**config.mk**
```make
export PLATFORM = sky130hd
export DESIGN_NAME = rsag_front
export DESIGN_NICKNAME = d
export VERILOG_FILES = /design/src/reverse_sequence_address_gen_core_assert.svh /design/src/rsag_pkg.sv /design/src/rsag_front.sv
export SDC_FILE = /design/constraint.sdc
export NUM_CORES = 1
export LEC_CHECK = 0
export ABC_CLOCK_PERIOD_IN_PS = 5000
export BUFFER_PORTS_ARGS = -buffer_cell sky130_fd_sc_hd__buf_2
export CORE_MARGIN = 4
export CORE_UTILIZATION = 50
export CTS_CLUSTER_DIAMETER = 50
export DETAILED_ROUTE_END_ITERATION = 10
export PLACE_DENSITY = 0.74
export SYNTH_ARGS = -nofsm -noshare
export SYNTH_HDL_FRONTEND = slang
export SYNTH_SLANG_ARGS = --single-unit
export TNS_END_PERCENT = 20
```
**constraint.sdc**
```tcl
create_clock -name clk -period 5 [get_ports clk]
set_input_delay 0.5 -clock clk [delete_from_list [all_inputs] [get_ports clk]]
set_output_delay 0.5 -clock clk [all_outputs]
set_load 0.02 [all_outputs]
```
**src/reverse_sequence_address_gen_core_assert.svh**
```systemverilog
// ----------------------------------------------------------------------------
// reverse_sequence_address_gen_core_assert
// Assertion macros shared by the address generator modules.
// ----------------------------------------------------------------------------
`ifndef REVERSE_SEQUENCE_ADDRESS_GEN_CORE_ASSERT_SVH
`define REVERSE_SEQUENCE_ADDRESS_GEN_CORE_ASSERT_SVH
`ifndef ASSERT_OFF
// same-cycle implication
`define RSAG_ASSERT(lbl, clk, rst_n, prop, msg) \
  lbl: assert property (@(posedge clk) disable iff (!rst_n) prop) else $error(msg);
// next-cycle implication
`define RSAG_ASSERT_NEXT(lbl, clk, rst_n, cond, nxt, msg) \
  lbl: assert property (@(posedge clk) disable iff (!rst_n) cond |=> nxt) else $error(msg);
`else
`define RSAG_ASSERT(lbl, clk, rst_n, prop, msg)
`define RSAG_ASSERT_NEXT(lbl, clk, rst_n, cond, nxt, msg)
`endif
`endif

```
**src/rsag_pkg.sv**
```systemverilog
// ----------------------------------------------------------------------------
// rsag_pkg
// Types and constants of the reverse-sequence address generator.
// ----------------------------------------------------------------------------
package rsag_pkg;

  localparam int RANK    = 4;
  localparam int BATCH   = 256;
  localparam int DIM_W   = 16;
  localparam int ADDR_W  = 32;
  localparam int BIDX_W  = $clog2(BATCH);
  localparam int AXIS_W  = $clog2(RANK);
  localparam int QDEPTH  = 2;
  localparam int QPTR_W  = $clog2(QDEPTH);
  localparam int QCNT_W  = $clog2(QDEPTH + 1);
  localparam int CFG_AW  = 5;
  localparam int CFG_DW  = 32;
  localparam int IN_DW   = 24;

  // register indexes (byte address / 4)
  localparam logic [2:0] REG_DIM0    = 3'd0;
  localparam logic [2:0] REG_DIM1    = 3'd1;
  localparam logic [2:0] REG_DIM2    = 3'd2;
  localparam logic [2:0] REG_DIM3    = 3'd3;
  localparam logic [2:0] REG_REV_DIM = 3'd4;
  localparam logic [2:0] REG_SEL_DIM = 3'd5;

  // request kinds carried on in_tuser
  localparam logic REQ_LOAD = 1'b0;
  localparam logic REQ_STEP = 1'b1;

  // tensor shape as seen by the front end (sizes already forced to >= 1)
  typedef struct packed {
    logic [RANK-1:0][DIM_W-1:0] dim;
    logic [AXIS_W-1:0]          rev_dim;
    logic [AXIS_W-1:0]          sel_dim;
  } rsag_shape_t;

  // address geometry used by the back end
  typedef struct packed {
    logic [RANK-1:0][ADDR_W-1:0] stride;
    logic [AXIS_W-1:0]           rev_dim;
  } rsag_geom_t;

  // classified item passed through the queue
  typedef struct packed {
    logic                       is_step;
    logic [RANK-1:0][DIM_W-1:0] pos;
    logic                       last;
    logic                       err;
    logic                       bidx_ok;
    logic [BIDX_W-1:0]          bidx;
    logic [DIM_W-1:0]           lval;
  } rsag_item_t;

endpackage

```
**src/rsag_front.sv**
```systemverilog
// ----------------------------------------------------------------------------
// rsag_front
// Accepts items, classifies them and owns the position counters.
// ----------------------------------------------------------------------------
module rsag_front (
  input  logic                       clk,
  input  logic                       rst_n,
  input  logic                       clr,
  input  logic                       busy,
  input  rsag_pkg::rsag_shape_t      shape,
  input  logic                       in_tvalid,
  output logic                       in_tready,
  input  logic [rsag_pkg::IN_DW-1:0] in_tdata,   // length_index, length_value
  input  logic                       in_tuser,   // req_type
  input  logic                       q_full,
  output logic                       q_push,
  output rsag_pkg::rsag_item_t       q_item
);

  logic [rsag_pkg::RANK-1:0][rsag_pkg::DIM_W-1:0] pos_r;
  logic [rsag_pkg::RANK-1:0][rsag_pkg::DIM_W-1:0] pos_nxt;
  logic [rsag_pkg::DIM_W-1:0]                     bpos;
  logic [rsag_pkg::DIM_W-1:0]                     lval;
  logic                                           is_step;
  logic                                           last;

  assign in_tready = !q_full && !busy;
  assign q_push    = in_tvalid && in_tready;
  assign is_step   = (in_tuser == rsag_pkg::REQ_STEP);
  assign lval      = in_tdata[rsag_pkg::BIDX_W +: rsag_pkg::DIM_W];
  assign bpos      = pos_r[shape.sel_dim];

  always_comb begin
    last = 1'b1;
    for (int i = 0; i < rsag_pkg::RANK; i++) begin
      if (pos_r[i] != shape.dim[i] - 16'd1) last = 1'b0;
    end
  end

  // row-major increment, innermost first
  always_comb begin
    logic carry;
    logic wrap;
    carry   = 1'b1;
    wrap    = 1'b0;
    pos_nxt = pos_r;
    for (int i = rsag_pkg::RANK - 1; i >= 0; i--) begin
      if (carry) begin
        wrap       = ({1'b0, pos_r[i]} + 17'd1) >= {1'b0, shape.dim[i]};
        pos_nxt[i] = wrap ? '0 : pos_r[i] + 16'd1;
        carry      = wrap;
      end
    end
  end

  always_comb begin
    q_item.is_step = is_step;
    q_item.pos     = pos_r;
    q_item.last    = is_step && last;
    q_item.err     = !is_step && (lval > shape.dim[shape.rev_dim]);
    q_item.bidx_ok = is_step ? (bpos[rsag_pkg::DIM_W-1:rsag_pkg::BIDX_W] == '0) : 1'b1;
    q_item.bidx    = is_step ? bpos[rsag_pkg::BIDX_W-1:0] : in_tdata[rsag_pkg::BIDX_W-1:0];
    q_item.lval    = lval;
  end

  always_ff @(posedge clk) begin
    if (!rst_n || clr) begin
      pos_r <= '0;
    end else if (q_push && is_step) begin
      pos_r <= pos_nxt;
    end
  end

endmodule

```
==> impl_metrics.csv <==
group,metric,value,unit
clock_tree,clk_pin_slew_worst_paths,60,ps
clock_tree,postCtsHoldBufs,0,
worst_setup_path,worst_path_dominant_cell_family,"simple AND/OR/NAND/NOR gates",
global_route,overflow,0,
final_layout,fillers,1602,
timing,fmax,222,MHz
route,wl_per_cell,20.8,µm
floorplan,die-area,19800,µm²
synth,synth-seq-area-share,14.6,%
synth,synth_fp_nets,1321,
synth,avgSynthCellArea,7.75,µm²
final_layout,layout-drive-gt1-share,21.8,%
final_layout,final_cell_mix,"192 x buf_2, 96 x xnor2_1, 88 x inv_1, 88 x ha_1, 77 x a21oi_1",
place,gp_congestion,0.975,
clock_tree,cts_htree_levels,3,
floorplan,die_width,141,µm
worst_setup_path,start_kind,"flip-flop",
final_layout,final_common_cell,"buf_2",
clock_tree,clockRootBuffer,"clkbuf_16",
timing,worst_pin_slew,1090,ps
final_layout,diodes,0,
worst_setup_path,critPathCaptureType,"flip-flop",
synth,synth_edf_count,0,
status,outcome,"complete, no violations",
synth,ys_ff_latch,64,
timing,max_slew_margin,27.0,%
worst_hold_path,hold_path_class,"reg2reg",
timing,min_period,4510,ps
worst_setup_path,crit_type,"reg2reg",
worst_setup_path,cp_common_cell,"nand3_1",
place,hpwl,24600,µm
route,antenna_left,0,
floorplan,pin_count,193,
route,wirelength,31000,µm
worst_setup_path,reg2reg_slack,490,ps
timing,fin_crit_sh,90.2,%
worst_setup_path,cpPeakStageDelay,610,ps
worst_setup_path,cp_num_buf_inv,0,
final_layout,nets,1445,
synth,ys.flop_type,"dfxtp_1",
global_route,first_global_vias,8782,
timing,rsz0062_at_grt,"false",
timing,setup_violations,0,
clock_tree,numCtsBuffers,9,
clock_tree,cts_setup_buffers,0,
synth,async_reset_ff_share,0,%
final_layout,synthToLayoutAreaGrowth,13.2,%
route,num_vias,9309,
floorplan,initial_core_util,51.0,%
worst_setup_path,worstPathRequired,5260,ps
floorplan,die_y,141,µm
global_route,grt_max_degree,49,
route,drt_first_pass_iters,7,
timing,setup_slack,489,ps
clock_tree,clk_latency,350,ps
global_route,grt_antenna_before_repair,1,
clock_tree,cts_resized,0,
pwr,p_leak,0.00450,µW
pwr,ir_drop,153,µV
synth,synthCells,1134,
pwr,powerDensity,153,nW/µm²
floorplan,row_count,48,
synth,synth_warnings,0,
synth,yosys.area.top_type_share,14.6,%
synth,synth_area_leaders,"dfxtp_1 15%, ha_1 13%, xnor2_1 9.6%",
clock_tree,clk_path_buf_depth,2,
job,drv_cap,0,
synth,synth.distinct_cells,75,
global_route,grt.total_usage,30.4,%
floorplan,fp.coreArea,17200,µm²
place,portBuffers,192,
final_layout,largest_reg_flops,64,
clock_tree,clock-sinks,64,
synth,yosysTopAreaCell,"dfxtp_1",
worst_setup_path,crit_chain,"ha_1, nand3_1, nor3_1, nand3_1, xnor2_1, ha_1, nand3_1, nor3_1, a31oi_1, o211ai_1, o211ai_1, nand2b_1, o31ai_1",
place,placed_cell_area,9660,µm²
timing,slew_viol_final,0,
timing,finalHoldViolations,0,
route,vias_per_cell,6.26,
worst_setup_path,arrival,4770,ps
final_layout,finalInstanceArea,9950,µm²
timing,fin_skew,5.69,ps
clock_tree,cts_tree,"built",
route,drc,0,
global_route,grt_pass1_wl,48000,µm
timing,finalSetupTns,0,ps
place,place_ws,612,ps
route,drt_iter0_drc,906,
worst_setup_path,crit_slowest_cell,"o211ai_1",
worst_setup_path,path_max_fanout,10,
synth,syn_area,8790,µm²
==> where the power goes <==
group	switching (µW)	internal [µW]	leakage (µW)
combinational	231	146	0.00384
sequential	0.288	510	0.000515
clock	258	374	0.000145
total	489	1030	0.00450
==> metal layers <==
layer  up-vias  GRT usage [%]  routed length, µm
li1       4354              -                  -
met5         -              0                 13
met1      4321           39.9              12400
met4         2           11.2               1110
met3        85           7.55               3680
met2       547           48.2              13700
==> through the flow <==
| step | cells | utilization, % | hold slack [ps] | total power, µW |
|---|---|---|---|---|
| floorplan | 1134 | - | 581 | 749 |
| global placement | 1472 | 56.1 | 540 | 883 |
| detailed placement | 1472 | 56.1 | 550 | 888 |
| CTS | 1488 | 57.7 | 560 | 1520 |
| global route | 1488 | 57.7 | 595 | 1570 |
| finish | 1488 | 57.7 | 560 | 1520 |
==> final timing paths <==
kind	startpoint	endpoint	cells after the start
hold / removal	q_item[54]$_SDFFE_PP0P_	q_item[54]$_SDFFE_PP0P_	2
hold reg to reg	q_item[54]$_SDFFE_PP0P_	q_item[54]$_SDFFE_PP0P_	2
setup / recovery	q_item[60]$_SDFFE_PP0P_	q_item[27]$_SDFFE_PP0P_	13
setup reg to reg	q_item[60]$_SDFFE_PP0P_	q_item[27]$_SDFFE_PP0P_	13
==> synth_stat cells, drive strengths merged (5+ instances only) <==
cell type / instances
buf: 47
nor2: 67
xnor2: 96
mux4: 24
mux2: 10
xor2: 40
nand4: 37
and3: 27
nand3b: 15
nand2b: 11
o211ai: 11
clkbuf: 41
nor4: 24
o21ai: 44
o21a: 7
or3b: 7
a31oi: 12
nand2: 67
ha: 88
nor2b: 6
a21oi: 77
a211oi: 5
dfxtp: 64
nor3: 33
o22ai: 8
inv: 88
and2: 7
or3: 18
a22o: 9
nand3: 54
nor3b: 7
o2111ai: 5
or4: 10
mux2i: 9
a21o: 13
==> layout make-up <==
class	count	area [µm²]	area share, %
multi-input cells	894	6740	67.8
flip-flops and latches	64	1280	12.9
repair buffers	201	1030	10.3
inverters	88	330	3.32
well taps	225	282	2.83
clock buffers	13	270	2.72
clock inverters	3	15.0	0.151
==> tightest hold or removal path: cells and delay by family, from the launching register on <==
kind            cells  cell delay (ps)
simple gates        1               80
flops               1              380
compound gates      1               50
==> kinds of logic (layout without fill, tap and decap cells) <==
kind of cell | count (synthesis) | after routing | synth area share [%]
xor gates and xnor gates | 136 | 136 | 13.6
adders and majority gates | 88 | 88 | 12.5
and+or+nand+nor | 405 | 405 | 25.9
muxes | 43 | 43 | 8.46
DFF | 64 | 64 | 14.6
AOI/OAI and AO/OA | 222 | 222 | 16.3
buffers and inverters | 176 | 305 | 8.72
Note: power is estimated with default switching activity, not from simulation.
