`config.mk`:
```
export PLATFORM = sky130hd
export DESIGN_NAME = rsag_fifo
export DESIGN_NICKNAME = d
export VERILOG_FILES = /design/src/rsag_pkg.sv /design/src/rsag_fifo.sv
export VERILOG_INCLUDE_DIRS = /design/src /design/src/src
export SDC_FILE = /design/constraint.sdc
export NUM_CORES = 1
export LEC_CHECK = 0
export BUFFER_PORTS_ARGS = -buffer_cell sky130_fd_sc_hd__buf_2
export CAP_MARGIN = 20
export CORE_MARGIN = 2
export CORE_UTILIZATION = 47
export DETAILED_ROUTE_END_ITERATION = 10
export PLACE_DENSITY = 0.76
export SLEW_MARGIN = 20
export SYNTH_ARGS = -nofsm -noshare
export SYNTH_HDL_FRONTEND = slang
export SYNTH_SLANG_ARGS = --single-unit
export TNS_END_PERCENT = 100
```
`constraint.sdc`:
```
create_clock -name clk -period 5.85 [get_ports clk]
set_input_delay 1.17 -clock clk [delete_from_list [all_inputs] [get_ports clk]]
set_output_delay 1.17 -clock clk [all_outputs]
set_load 0.02 [all_outputs]
```
`src/reverse_sequence_address_gen_core_assert.svh`:
```
// ----------------------------------------------------------------------------
// reverse_sequence_address_gen_core_assert
// Assertion macros shared by the address generator modules.
// ----------------------------------------------------------------------------
`ifndef REVERSE_SEQUENCE_ADDRESS_GEN_CORE_ASSERT_SVH
`define REVERSE_SEQUENCE_ADDRESS_GEN_CORE_ASSERT_SVH
`ifndef ASSERT_OFF
// same-cycle implication
`define RSAG_ASSERT(lbl, clk, rst_n, prop, msg) \
  lbl: assert property (@(posedge clk) disable iff (!rst_n) prop) else $error(msg);
// next-cycle implication
`define RSAG_ASSERT_NEXT(lbl, clk, rst_n, cond, nxt, msg) \
  lbl: assert property (@(posedge clk) disable iff (!rst_n) cond |=> nxt) else $error(msg);
`else
`define RSAG_ASSERT(lbl, clk, rst_n, prop, msg)
`define RSAG_ASSERT_NEXT(lbl, clk, rst_n, cond, nxt, msg)
`endif
`endif

```
`src/rsag_pkg.sv`:
```
// ----------------------------------------------------------------------------
// rsag_pkg
// Types and constants of the reverse-sequence address generator.
// ----------------------------------------------------------------------------
package rsag_pkg;

  localparam int RANK    = 4;
  localparam int BATCH   = 256;
  localparam int DIM_W   = 16;
  localparam int ADDR_W  = 32;
  localparam int BIDX_W  = $clog2(BATCH);
  localparam int AXIS_W  = $clog2(RANK);
  localparam int QDEPTH  = 2;
  localparam int QPTR_W  = $clog2(QDEPTH);
  localparam int QCNT_W  = $clog2(QDEPTH + 1);
  localparam int CFG_AW  = 5;
  localparam int CFG_DW  = 32;
  localparam int IN_DW   = 24;

  // register indexes (byte address / 4)
  localparam logic [2:0] REG_DIM0    = 3'd0;
  localparam logic [2:0] REG_DIM1    = 3'd1;
  localparam logic [2:0] REG_DIM2    = 3'd2;
  localparam logic [2:0] REG_DIM3    = 3'd3;
  localparam logic [2:0] REG_REV_DIM = 3'd4;
  localparam logic [2:0] REG_SEL_DIM = 3'd5;

  // request kinds carried on in_tuser
  localparam logic REQ_LOAD = 1'b0;
  localparam logic REQ_STEP = 1'b1;

  // tensor shape as seen by the front end (sizes already forced to >= 1)
  typedef struct packed {
    logic [RANK-1:0][DIM_W-1:0] dim;
    logic [AXIS_W-1:0]          rev_dim;
    logic [AXIS_W-1:0]          sel_dim;
  } rsag_shape_t;

  // address geometry used by the back end
  typedef struct packed {
    logic [RANK-1:0][ADDR_W-1:0] stride;
    logic [AXIS_W-1:0]           rev_dim;
  } rsag_geom_t;

  // classified item passed through the queue
  typedef struct packed {
    logic                       is_step;
    logic [RANK-1:0][DIM_W-1:0] pos;
    logic                       last;
    logic                       err;
    logic                       bidx_ok;
    logic [BIDX_W-1:0]          bidx;
    logic [DIM_W-1:0]           lval;
  } rsag_item_t;

endpackage

```
`src/rsag_fifo.sv`:
```
// ----------------------------------------------------------------------------
// rsag_fifo
// Short item queue between front and back end.
// ----------------------------------------------------------------------------
`include "reverse_sequence_address_gen_core_assert.svh"

module rsag_fifo (
  input  logic                 clk,
  input  logic                 rst_n,
  input  logic                 push,
  input  rsag_pkg::rsag_item_t wr_item,
  output logic                 full,
  input  logic                 pop,
  output logic                 valid,
  output rsag_pkg::rsag_item_t rd_item
);

  rsag_pkg::rsag_item_t              mem_r [rsag_pkg::QDEPTH];
  logic [rsag_pkg::QPTR_W-1:0]       wr_ptr_r;
  logic [rsag_pkg::QPTR_W-1:0]       rd_ptr_r;
  logic [rsag_pkg::QCNT_W-1:0]       count_r;

  assign full    = (count_r == rsag_pkg::QCNT_W'(rsag_pkg::QDEPTH));
  assign valid   = (count_r != '0);
  assign rd_item = mem_r[rd_ptr_r];

  // depth is a power of two: pointers wrap naturally
  always_ff @(posedge clk) begin
    if (!rst_n) begin
      wr_ptr_r <= '0;
      rd_ptr_r <= '0;
      count_r  <= '0;
    end else begin
      if (push) wr_ptr_r <= wr_ptr_r + 1'b1;
      if (pop)  rd_ptr_r <= rd_ptr_r + 1'b1;
      if (push && !pop)      count_r <= count_r + 1'b1;
      else if (pop && !push) count_r <= count_r - 1'b1;
    end
  end

  always_ff @(posedge clk) begin
    if (push) mem_r[wr_ptr_r] <= wr_item;
  end

  `RSAG_ASSERT(a_no_overflow, clk, rst_n, push |-> (!full || pop), "queue overflow")
  `RSAG_ASSERT(a_no_underflow, clk, rst_n, pop |-> valid, "queue underflow")
  `RSAG_ASSERT(a_count_range, clk, rst_n, count_r <= rsag_pkg::QCNT_W'(rsag_pkg::QDEPTH), "queue count out of range")

endmodule

```
==> summary.md, run 1 <==
| Metric | Value |
|---|---|
| Maxcap violations | 0 |
| CP required | 4.68 ns |
| Layout Nets | 607 |
| CTS tree | done |
| Post-route DRC | 0 |
| Routed len/inst | 16.5 um |
| Syn Nets | 405 |
| Most frequent cells in the layout | buf_2, edfxtp_1, mux2_2, clkbuf_16, clkinv_2 |
| Area delta synth->final | 24.2% |
| Sink Count | 189 |
| Post-route non-filler standard cell count | 707 |
| Port Buf Inserts | 189 |
| Final Hold Fails | 0 |
| Row count | 44 |
| Max frequency | 0.308 GHz |
| Flops & latches, synth | 189 |
| Clock Skew | 0.00593 ns |
| Syn Area/Cell | 22.4 um2 |
| Period minus WS final | 3.24 ns |
| Vias in the first global route | 3675 |
| First-pass GRT wire length | 18300 um |
| CP Max Fanout | 47 |
| Setup tns final | 0 ns |
| Placed insts | 675 |
| Post-cts sizing count | 0 |
| Antenna viol nets, final | 0 |
| Seq/Total Area, Yosys | 0.817 |
| Worst EP arrival | 2.07 ns |
| Die area | 0.0156 mm2 |
| Root Buffer Master | clkbuf_16 |
| Kind of critical path | register to output pin |
| Antenna Cells | 0 |
| Worst-path cell chain | buf_16 -> mux2_2 -> buf_2 |
| Number of vias per cell | 4.87 |
| Min-Delay Path Class | register to register |
| GR Overflow Total | 0 |
| Total of warnings raised by yosys | 0 |
| Hold_ws | 0.510 ns |
| Leading cell type in the layout, fill and taps excluded | buf_2 |
| IO Pins | 190 |
| Chip height | 125 um |
| Largest net degree at the start of global routing | 58 |
| Htree depth | 4 |
| R2r worst-path depth | 2 |
| Hold_sp | count_r[1] |
| PwrDens | 345 mW/mm2 |
| Post-Synth Adder-Cell Area | 0.00182 |
| RSZ-0062 raised after global routing | false |
| Final period util | 0.554 |
| WHS Endpoint | count_r[1] |
| Max VDD drop | 0.213 mV |
| Area of the core | 0.0144 mm2 |
| Total power | 2.95 mW |
| Worst-Skew Late Latency | 0.42 ns |
| R2r setup slk | 3.80 ns |
| Worst hold stages | 2 |
| Pre-Repair DR Iteration Count | 4 |
| Critical path endpoint category | output pin |
| Initial Util | 0.477 |
| End of the worst register-to-register path | mem_r[1][12] |
| Slowest-stage cell, CP | dfxtp_4 |
| Main combinational cell family by area after synthesis | multiplexers |
| Slew Limit Fails | 0 |
| Mux contribution to synthesized area | 0.150 |
| Leakage power | 3.21 nW |
| Endpoints failing setup | 0 |
| CTS clk-pin slew, worst paths | 0.07 ns |
| Crit-path max cell delay | 0.77 ns |
| Synth Area in XOR/XNOR | 0.00382 |
| Gr usage total | 0.154 |
| Post-DP HPWL | 7680 um |
| Max_slew headroom | 0.483 |
| Synthesized instance count | 308 |
| Simple-gate share of the synthesized area | 0.00854 |
| GPL Wtd Cong | 0.682 |
| Postcts setup bufs | 0 |
| Cell Area, Synth | 0.00689 mm2 |
| Startpoint Class | register |
| Final wirelength | 11700 um |
| Routed vias | 3440 |
| Synth unique cells | 18 |
| Initial antenna violation count | 0 |
| Reg2reg start | wr_ptr_r |
| Clk buf depth | 2 |
| Status | complete, no violations |
| Synth Area in Compound Gates | 0.00291 |
| Die Width | 125 um |
| Worst-Margin Slew | 0.776 ns |
| Hold_buf cts | 0 |
| TritonCTS buffer count | 17 |
| 1st-iter DRT viols | 184 |
| Layout cells sized above 1 | 0.612 |
[synthesized netlist by cell type]
| library cell | count | area (um2) |
|---|---|---|
| a21boi_1 | 1 | 7.51 |
| or2_2 | 1 | 6.26 |
| buf_6 | 8 | 90.1 |
| o21a_1 | 1 | 7.51 |
| and2b_2 | 1 | 8.76 |
| xor2_1 | 2 | 17.5 |
| buf_2 | 1 | 5.00 |
| o21ai_0 | 1 | 5.00 |
| ha_1 | 1 | 12.5 |
| edfxtp_1 | 184 | 5530 |
| nor2b_1 | 2 | 12.5 |
| inv_1 | 1 | 3.75 |
| or3_1 | 1 | 6.26 |
| dfxtp_1 | 5 | 100 |
| buf_4 | 1 | 7.51 |
| mux2_2 | 92 | 1040 |
| xnor2_1 | 1 | 8.76 |
| and2_1 | 4 | 25.0 |
[worst max-delay path, delay by kind of cell (launching register included)]
family	cells	cell delay (ns)
buffers and inverters	2	0.48
multiplexers	1	0.38
flip-flops	1	0.77
[through the flow]
stage	area (um2)	util	worst slack, ns
global route	8550	0.593	2.48
global placement	8000	0.554	2.86
detailed placement	8020	0.556	2.85
CTS	8550	0.593	2.54
floorplan	6890	-	0.0837
finish	8550	0.593	2.61
[flip-flops by register name, indices dropped and copies added, names as in the netlist, named ones only]
| name | count |
|---|---|
| count_r | 2 |
| mem_r | 184 |
| rd_ptr_r | 1 |
| wr_ptr_r | 1 |
[power by group]
part,leakage [nW],internal [mW],total (mW),switching [mW]
clock network,0.258,0.543,1.02,0.473
logic,1.18,0.145,0.337,0.192
registers,1.77,1.56,1.59,0.0290
total,3.21,2.25,2.95,0.695
[how the worst max path moves through the flow]
stage	endpoint	slack, ns	depth (start not counted)
after floorplan	mem_r[0][0]	0.08	1
after global placement	rd_item[72]	2.86	2
after detailed placement	mem_r[0][2]	2.85	4
after CTS	rd_item[72]	2.54	3
after global routing	rd_item[72]	2.48	3
final	rd_item[63]	2.61	3
[routing by layer]
layer | up-vias | GRT usage | part of all wire
met4 | 0 | 0.0765 | 0.023
li1 | 1628 | - | -
met5 | - | 0 | 0
met2 | 129 | 0.253 | 0.50
met1 | 1660 | 0.182 | 0.41
met3 | 23 | 0.0522 | 0.073
[cell families after synthesis]
group | count (synthesis)
AND/OR/NAND/NOR | 9
XOR/XNOR | 3
AO/OA/AOI/OAI | 3
buffers and inverters | 11
flip-flops | 189
multiplexers | 92
adder cells (fa/ha/maj) | 1
[area by class of cell]
class	instances	area, um2
clock buffers	18	429
clock inverters	14	96.3
fillers	1117	5880
repair buffers	193	996
multi-input cells	108	1160
well taps	184	230
inverters	1	3.75
flip-flops and latches	189	5630
Note: power is estimated with default switching activity, not from simulation.
==> run 2, diff against run 1 <==
Settings changed: ABC_AREA set to 1, CORE_UTILIZATION 47 to 52, PLACE_DENSITY 0.76 to 0.79.
Clock period 5.85 ns to 3 ns, I/O delays scaled along.
==> run 2 against run 1 <==
  * Sequential cell count unchanged
  * Worst setup slack got worse by 2.2 ns
  * Global-route usage increased by 1.4 points
  * Cell area increased by 5.2%
  * Critical path depth did not move
  * Clock power up 120%
  * Worst hold slack worse by 0.15 ns
  * Register-to-register slack worse by 2.4 ns
  * Die area down 4.5%
  * Sequential power is 95% higher
  * Cell count increased by 2.0%
  * Critical path type unchanged
==> summary.md, run 2 <==
| Metric | Value |
|---|---|
| Final period util | 0.860 |
| Cell Area, Synth | 0.00727 mm2 |
| Synthesized instance count | 321 |
| Worst EP arrival | 1.98 ns |
| Leakage power | 3.61 nW |
| Period minus WS final | 2.58 ns |
| Post-route DRC | 0 |
| Syn Area/Cell | 22.6 um2 |
| PwrDens | 674 mW/mm2 |
| Syn Nets | 418 |
| Row count | 43 |
| Biggest area consumer among synthesized cells | edfxtp_1 |
| Combinational power share | 0.113 |
| Die Width | 122 um |
| Dominant synthesized flop cell | edfxtp_1 |
| CP required | 2.40 ns |
| First-pass GRT wire length | 18200 um |
| Placed insts | 689 |
| CTS tree | done |
| Initial Util | 0.528 |
| Sink Count | 189 |
| EDFF count, synth | 184 |
| Routed len/inst | 17.0 um |
| Max VDD drop | 0.601 mV |
| Worst-Skew Late Latency | 0.42 ns |
| Total power | 6.06 mW |
| Min-Delay Path Class | input port to register |
| Area delta synth->final | 23.8% |
| Antenna Cells | 0 |
| Chip height | 122 um |
| Ys async rst share | 0 |
| Clock Skew | 0.00745 ns |
| Top Family by Delay on Critical Path | flip-flops |
| Buf+Inv Stages, Crit Path | 2 |
| Initial antenna violation count | 1 |
| Post-cts sizing count | 0 |
| Most frequent cell after synthesis | edfxtp_1 |
| CTS clk-pin slew, worst paths | 0.07 ns |
| Routed vias | 3590 |
| 1st-iter DRT viols | 229 |
| CP Max Fanout | 28 |
| Layout cells sized above 1 | 0.597 |
| Worst-path cell chain | buf_4 -> mux2_2 -> buf_2 |
| Pre-Repair DR Iteration Count | 4 |
| Area of the core | 0.0138 mm2 |
| Placed inst area | 0.00838 mm2 |
| Total of warnings raised by yosys | 0 |
| Most frequent cells in the layout | buf_2, edfxtp_1, mux2_4, clkbuf_16, mux2_2 |
| Top post-synthesis cells by area | edfxtp_1, mux2_4, buf_12 |
| Setup tns final | 0 ns |
| Largest Register | mem_r |
| Critical path endpoint category | output pin |
| Postcts setup bufs | 0 |
| Kind of critical path | register to output pin |
| Yosys top cell area share | 0.760 |
| Net Switching | 1.37 mW |
| Max frequency | 0.388 GHz |
| Root Buffer Master | clkbuf_16 |
| Number of vias per cell | 4.98 |
| Seq/Total Area, Yosys | 0.774 |
| Gr usage total | 0.168 |
| Post-DP HPWL | 8390 um |
| Internal Power | 4.69 mW |
| Flops & latches, synth | 189 |
| TritonCTS buffer count | 17 |
| Startpoint Class | register |
| Flip-flop count of the largest register after layout | 184 |
| Vias in the first global route | 3667 |
| Die area | 0.0149 mm2 |
| Sw Ratio | 0.226 |
| Clock power frac | 0.375 |
| RSZ-0062 raised after global routing | false |
| Status | complete, no violations |
| Design area | 0.00899 mm2 |
| Synth unique cells | 15 |
| Max_slew headroom | 0.675 |
| Commonest cells in the netlist | edfxtp_1, mux2_4, mux2_2, nand2_1 |
| Final Hold Fails | 0 |
| Clk buf depth | 2 |
| Antenna viol nets, final | 0 |
| Hold_buf cts | 0 |
| Worst-Margin Slew | 0.488 ns |
| Post-route non-filler standard cell count | 721 |
| Largest net degree at the start of global routing | 71 |
| GPL Wtd Cong | 0.703 |
| Layout Nets | 625 |
| Sequential share of power | 0.512 |
| Maxcap violations | 0 |
| Leading cell type in the layout, fill and taps excluded | buf_2 |
| Final wirelength | 12200 um |
| Slowest-stage cell, CP | dfxtp_4 |
| Port Buf Inserts | 189 |
| Endpoints failing setup | 0 |
| Largest registers | mem_r x184, count_r x2 |
| IO Pins | 190 |
| GR Overflow Total | 0 |
| Slew Limit Fails | 0 |
| Htree depth | 4 |
| Crit-path max cell delay | 0.66 ns |
==> run 2: cell count changes after synthesis, sizes merged, moves of 2 or more <==
cell   delta
and2      -4
inv       +7
nand2     +9
nor2      +8
nor2b     -2
xor2      -2
==> run 2: power groups by stage <==
stage | Combinational (mW) | Clock [mW] | Sequential (mW)
finish | 0.683 | 2.27 | 3.10
global route | 0.727 | 2.45 | 3.11
CTS | 0.692 | 2.33 | 3.10
detailed placement | 0.690 | 0 | 3.16
global placement | 0.675 | 0 | 3.15
floorplan | 0.488 | 0 | 3.14
==> run 2: routing by layer <==
metal | GRT usage | up-vias | wire length [um]
met3 | 0.0716 | 22 | 905
met2 | 0.290 | 122 | 6480
li1 | - | 1665 | -
met1 | 0.178 | 1779 | 4550
met5 | 0 | - | 13
met4 | 0.0733 | 2 | 283
==> run 2: logic make-up (layout without fill, tap and decap cells) <==
logic type               Yosys count  after routing  synth area share
flip-flops                       189            189             0.774
multiplexers                      92             92             0.184
AND/OR/NAND/NOR                   19             19            0.0103
buffers and inverters             18            238            0.0284
AO/OA/AOI/OAI                      2              2           0.00138
adder cells (fa/ha/maj)            1              1           0.00172
==> run 2: area by class of cell <==
type	count	area [um2]
timing repair buffer	198	1050
fill	985	4780
clock buffer	17	425
sequential	189	5630
multi-input combinational	114	1440
clock inverter	15	188
inverter	8	32.5
tap	180	225
==> run 2: worst paths after layout <==
path	startpoint	endpoint	slack, ns	cells after the start
worst min-delay path	wr_item[15]	mem_r[0][15]	0.36	1
worst max-delay path	register	rd_item[83]	0.42	3
worst min register to register	rd_ptr_r	register	0.51	2
worst max register to register	wr_ptr_r	mem_r[1][38]	1.36	3
==> run 2: metrics by stage <==
| stage | setup slack (ns) | util | hold slack [ns] |
|---|---|---|---|
| finish | 0.420 | 0.653 | 0.363 |
| global route | 0.289 | 0.653 | 0.333 |
| CTS | 0.373 | 0.653 | 0.342 |
| detailed placement | 0.839 | 0.608 | 0.493 |
| global placement | 0.868 | 0.608 | 0.480 |
| floorplan | 0.0988 | - | 0.463 |
==> run 3, diff against run 2 <==
--- a/config.mk
+++ b/config.mk
@@ -12,5 +12,4 @@
 export CORE_MARGIN = 2
-export CORE_UTILIZATION = 52
+export CORE_UTILIZATION = 35
 export DETAILED_ROUTE_END_ITERATION = 10
-export PLACE_DENSITY = 0.79
 export SLEW_MARGIN = 20
==> constraint.sdc (replaced) <==
create_clock -name clk -period 3 [get_ports clk]
set_input_delay 0.45 -clock clk [delete_from_list [all_inputs] [get_ports clk]]
set_output_delay 0.45 -clock clk [all_outputs]
set_load 0.02 [all_outputs]
==> run 3 against run 2 <==
  * Global-route usage decreased by 4.5 points
  * Highest routed layer is now met4
  * Sequential cell count is the same
  * Non-clock buffer count fell by 4
  * Largest power group unchanged
  * Cell area increased by 0.50%
  * Critical endpoint is now rd_item[71]
  * Wire length grew 7.2%
  * Clock skew shrank 0.0018 ns
  * Worst hold slack got worse by 0.15 ns
  * Critical path type unchanged
  * Utilization is 21 points lower
  * First-iteration DRC count fell by 24%
  * Worst setup slack improved by 0.20 ns
  * Register-to-register slack worse by 0.06 ns
  * Maximum frequency rose by 8.3%
==> summary.md, run 3 (synthesized netlist as in run 2, its figures left out) <==
| Metric | Value |
|---|---|
| Max VDD drop | 0.365 mV |
| Final period util | 0.794 |
| Pre-Repair DR Iteration Count | 4 |
| GPL Wtd Cong | 0.659 |
| PwrDens | 665 mW/mm2 |
| RSZ-0062 raised after global routing | false |
| Max frequency | 0.420 GHz |
| Post-cts sizing count | 0 |
| Met2 WL | 6560 um |
| First-pass GRT wire length | 20300 um |
| Row count | 52 |
| Die Width | 148 um |
| Gr usage total | 0.123 |
| M1 WL | 5410 um |
| End of the worst register-to-register path | mem_r[1][86] |
| Post-route DRC | 0 |
| WL met3 | 1000 um |
| Area delta synth->final | 24.4% |
| CP required | 2.55 ns |
| Largest registers | mem_r x184, count_r x2 |
| Clock power frac | 0.371 |
| Internal Power | 4.60 mW |
| Antenna viol nets, final | 0 |
| Period minus WS final | 2.38 ns |
| R2r worst-path depth | 3 |
| Critical path endpoint category | output pin |
| Status | complete, no violations |
| TritonCTS buffer count | 17 |
| CP Max Fanout | 39 |
| Buf+Inv Stages, Crit Path | 2 |
| Net Switching | 1.41 mW |
| Post-DP HPWL | 8610 um |
| Worst EP arrival | 1.93 ns |
| Flip-flop count of the largest register after layout | 184 |
| Top Family by Delay on Critical Path | buffers and inverters |
| Hold_ws | 0.210 ns |
| Final wirelength | 13100 um |
| Clock Skew | 0.00562 ns |
| Max Used Layer | met4 |
| Clk buf depth | 2 |
| Max_slew headroom | 0.495 |
| Layout Nets | 621 |
| Number of vias per cell | 4.44 |
| Placed inst area | 0.00845 mm2 |
| Die area | 0.0219 mm2 |
| R2r setup slk | 1.30 ns |
| Leakage power | 3.57 nW |
| Crit-path max cell delay | 0.58 ns |
| Worst-Skew Late Latency | 0.42 ns |
| Endpoints failing setup | 0 |
| Initial Util | 0.358 |
| Routed vias | 3584 |
| Sink Count | 189 |
| Slew Limit Fails | 0 |
| Placed insts | 775 |
| WHS Endpoint | mem_r[0][82] |
| Reg2reg start | wr_ptr_r |
| Hold_sp | wr_item[82] |
| Hold_buf cts | 0 |
| Sw Ratio | 0.235 |
| Post-route non-filler standard cell count | 808 |
| Vias in the first global route | 3785 |
| Worst-path cell chain | buf_4 -> mux2_2 -> buf_2 |
| Filler cell count | 1802 |
| IO Pins | 190 |
| Combinational power share | 0.116 |
| Chip height | 148 um |
| Min-Delay Path Class | input port to register |
| Maxcap violations | 0 |
| Root Buffer Master | clkbuf_16 |
| Routed len/inst | 16.2 um |
| Design area | 0.00904 mm2 |
| 1st-iter DRT viols | 173 |
| Final Hold Fails | 0 |
| Most frequent cells in the layout | buf_2, edfxtp_1, mux2_4, clkbuf_16, mux2_2 |
| Setup tns final | 0 ns |
| Slowest-stage cell, CP | buf_4 |
| Layout cells sized above 1 | 0.595 |
| CTS clk-pin slew, worst paths | 0.07 ns |
| Largest Register | mem_r |
| Kind of critical path | register to output pin |
| Initial antenna violation count | 1 |
| Worst-Margin Slew | 0.757 ns |
| CTS tree | done |
| GR Overflow Total | 0 |
| Leading cell type in the layout, fill and taps excluded | buf_2 |
| Area of the core | 0.0203 mm2 |
| Htree depth | 4 |
| Sequential share of power | 0.514 |
| Port Buf Inserts | 189 |
| Startpoint Class | register |
| Worst hold stages | 1 |
| Largest net degree at the start of global routing | 55 |
| Postcts setup bufs | 0 |
==> run 3: cell types whose count changed in the layout (fill, tap and decap cells not counted), sizes merged <==
cell / change
buf: -4
diode: +2
inv: +3
clkinvlp: +1
clkinv: -4
bufinv: -1
==> run 3: worst max path at each step <==
| stage | start | endpoint | slack, ns | cells past startpoint |
|---|---|---|---|---|
| after floorplan | push | mem_r[1][0] | 0.25 | 2 |
| after global placement | register | rd_item[71] | 1.07 | 3 |
| after detailed placement | register | rd_item[71] | 1.04 | 3 |
| after CTS | register | rd_item[71] | 0.57 | 3 |
| after global routing | register | rd_item[71] | 0.51 | 3 |
| final | register | rd_item[71] | 0.62 | 3 |
==> run 3: final cells by class <==
cell class                      instances  area [um2]  area share
Clock buffer                           17         425      0.0471
Tap cell                              270         338      0.0374
Sequential cell                       189        5630       0.623
Antenna cell                            2        5.00    0.000554
Timing Repair Buffer                  194        1010       0.112
Clock inverter                         14         158      0.0174
Inverter                                8        32.5     0.00360
Multi-Input combinational cell        114        1440       0.159
==> run 3: per-layer routing <==
metal  vias to the layer above  global-route usage
met5                         -                   0
met2                       127               0.204
met3                        13              0.0479
met4                         0              0.0471
met1                      1783               0.145
li1                       1661                   -
==> run 3: through the flow <==
step | total power, mW | utilization | worst slack [ns]
after floorplan | 3.63 | - | 0.249
after global placement | 3.84 | 0.416 | 1.07
after detailed placement | 3.86 | 0.416 | 1.04
after CTS | 6.11 | 0.445 | 0.567
after global routing | 6.25 | 0.445 | 0.514
final | 6.01 | 0.445 | 0.617
==> run 3: power by group through the flow <==
stage	Clock, mW	Combinational, mW	Sequential, mW
6_report	2.23	0.696	3.09
5_1_grt	2.40	0.747	3.10
4_1_cts	2.31	0.710	3.09
3_5_place_dp	0	0.708	3.15
3_3_place_gp	0	0.696	3.14
2_1_floorplan	0	0.488	3.14
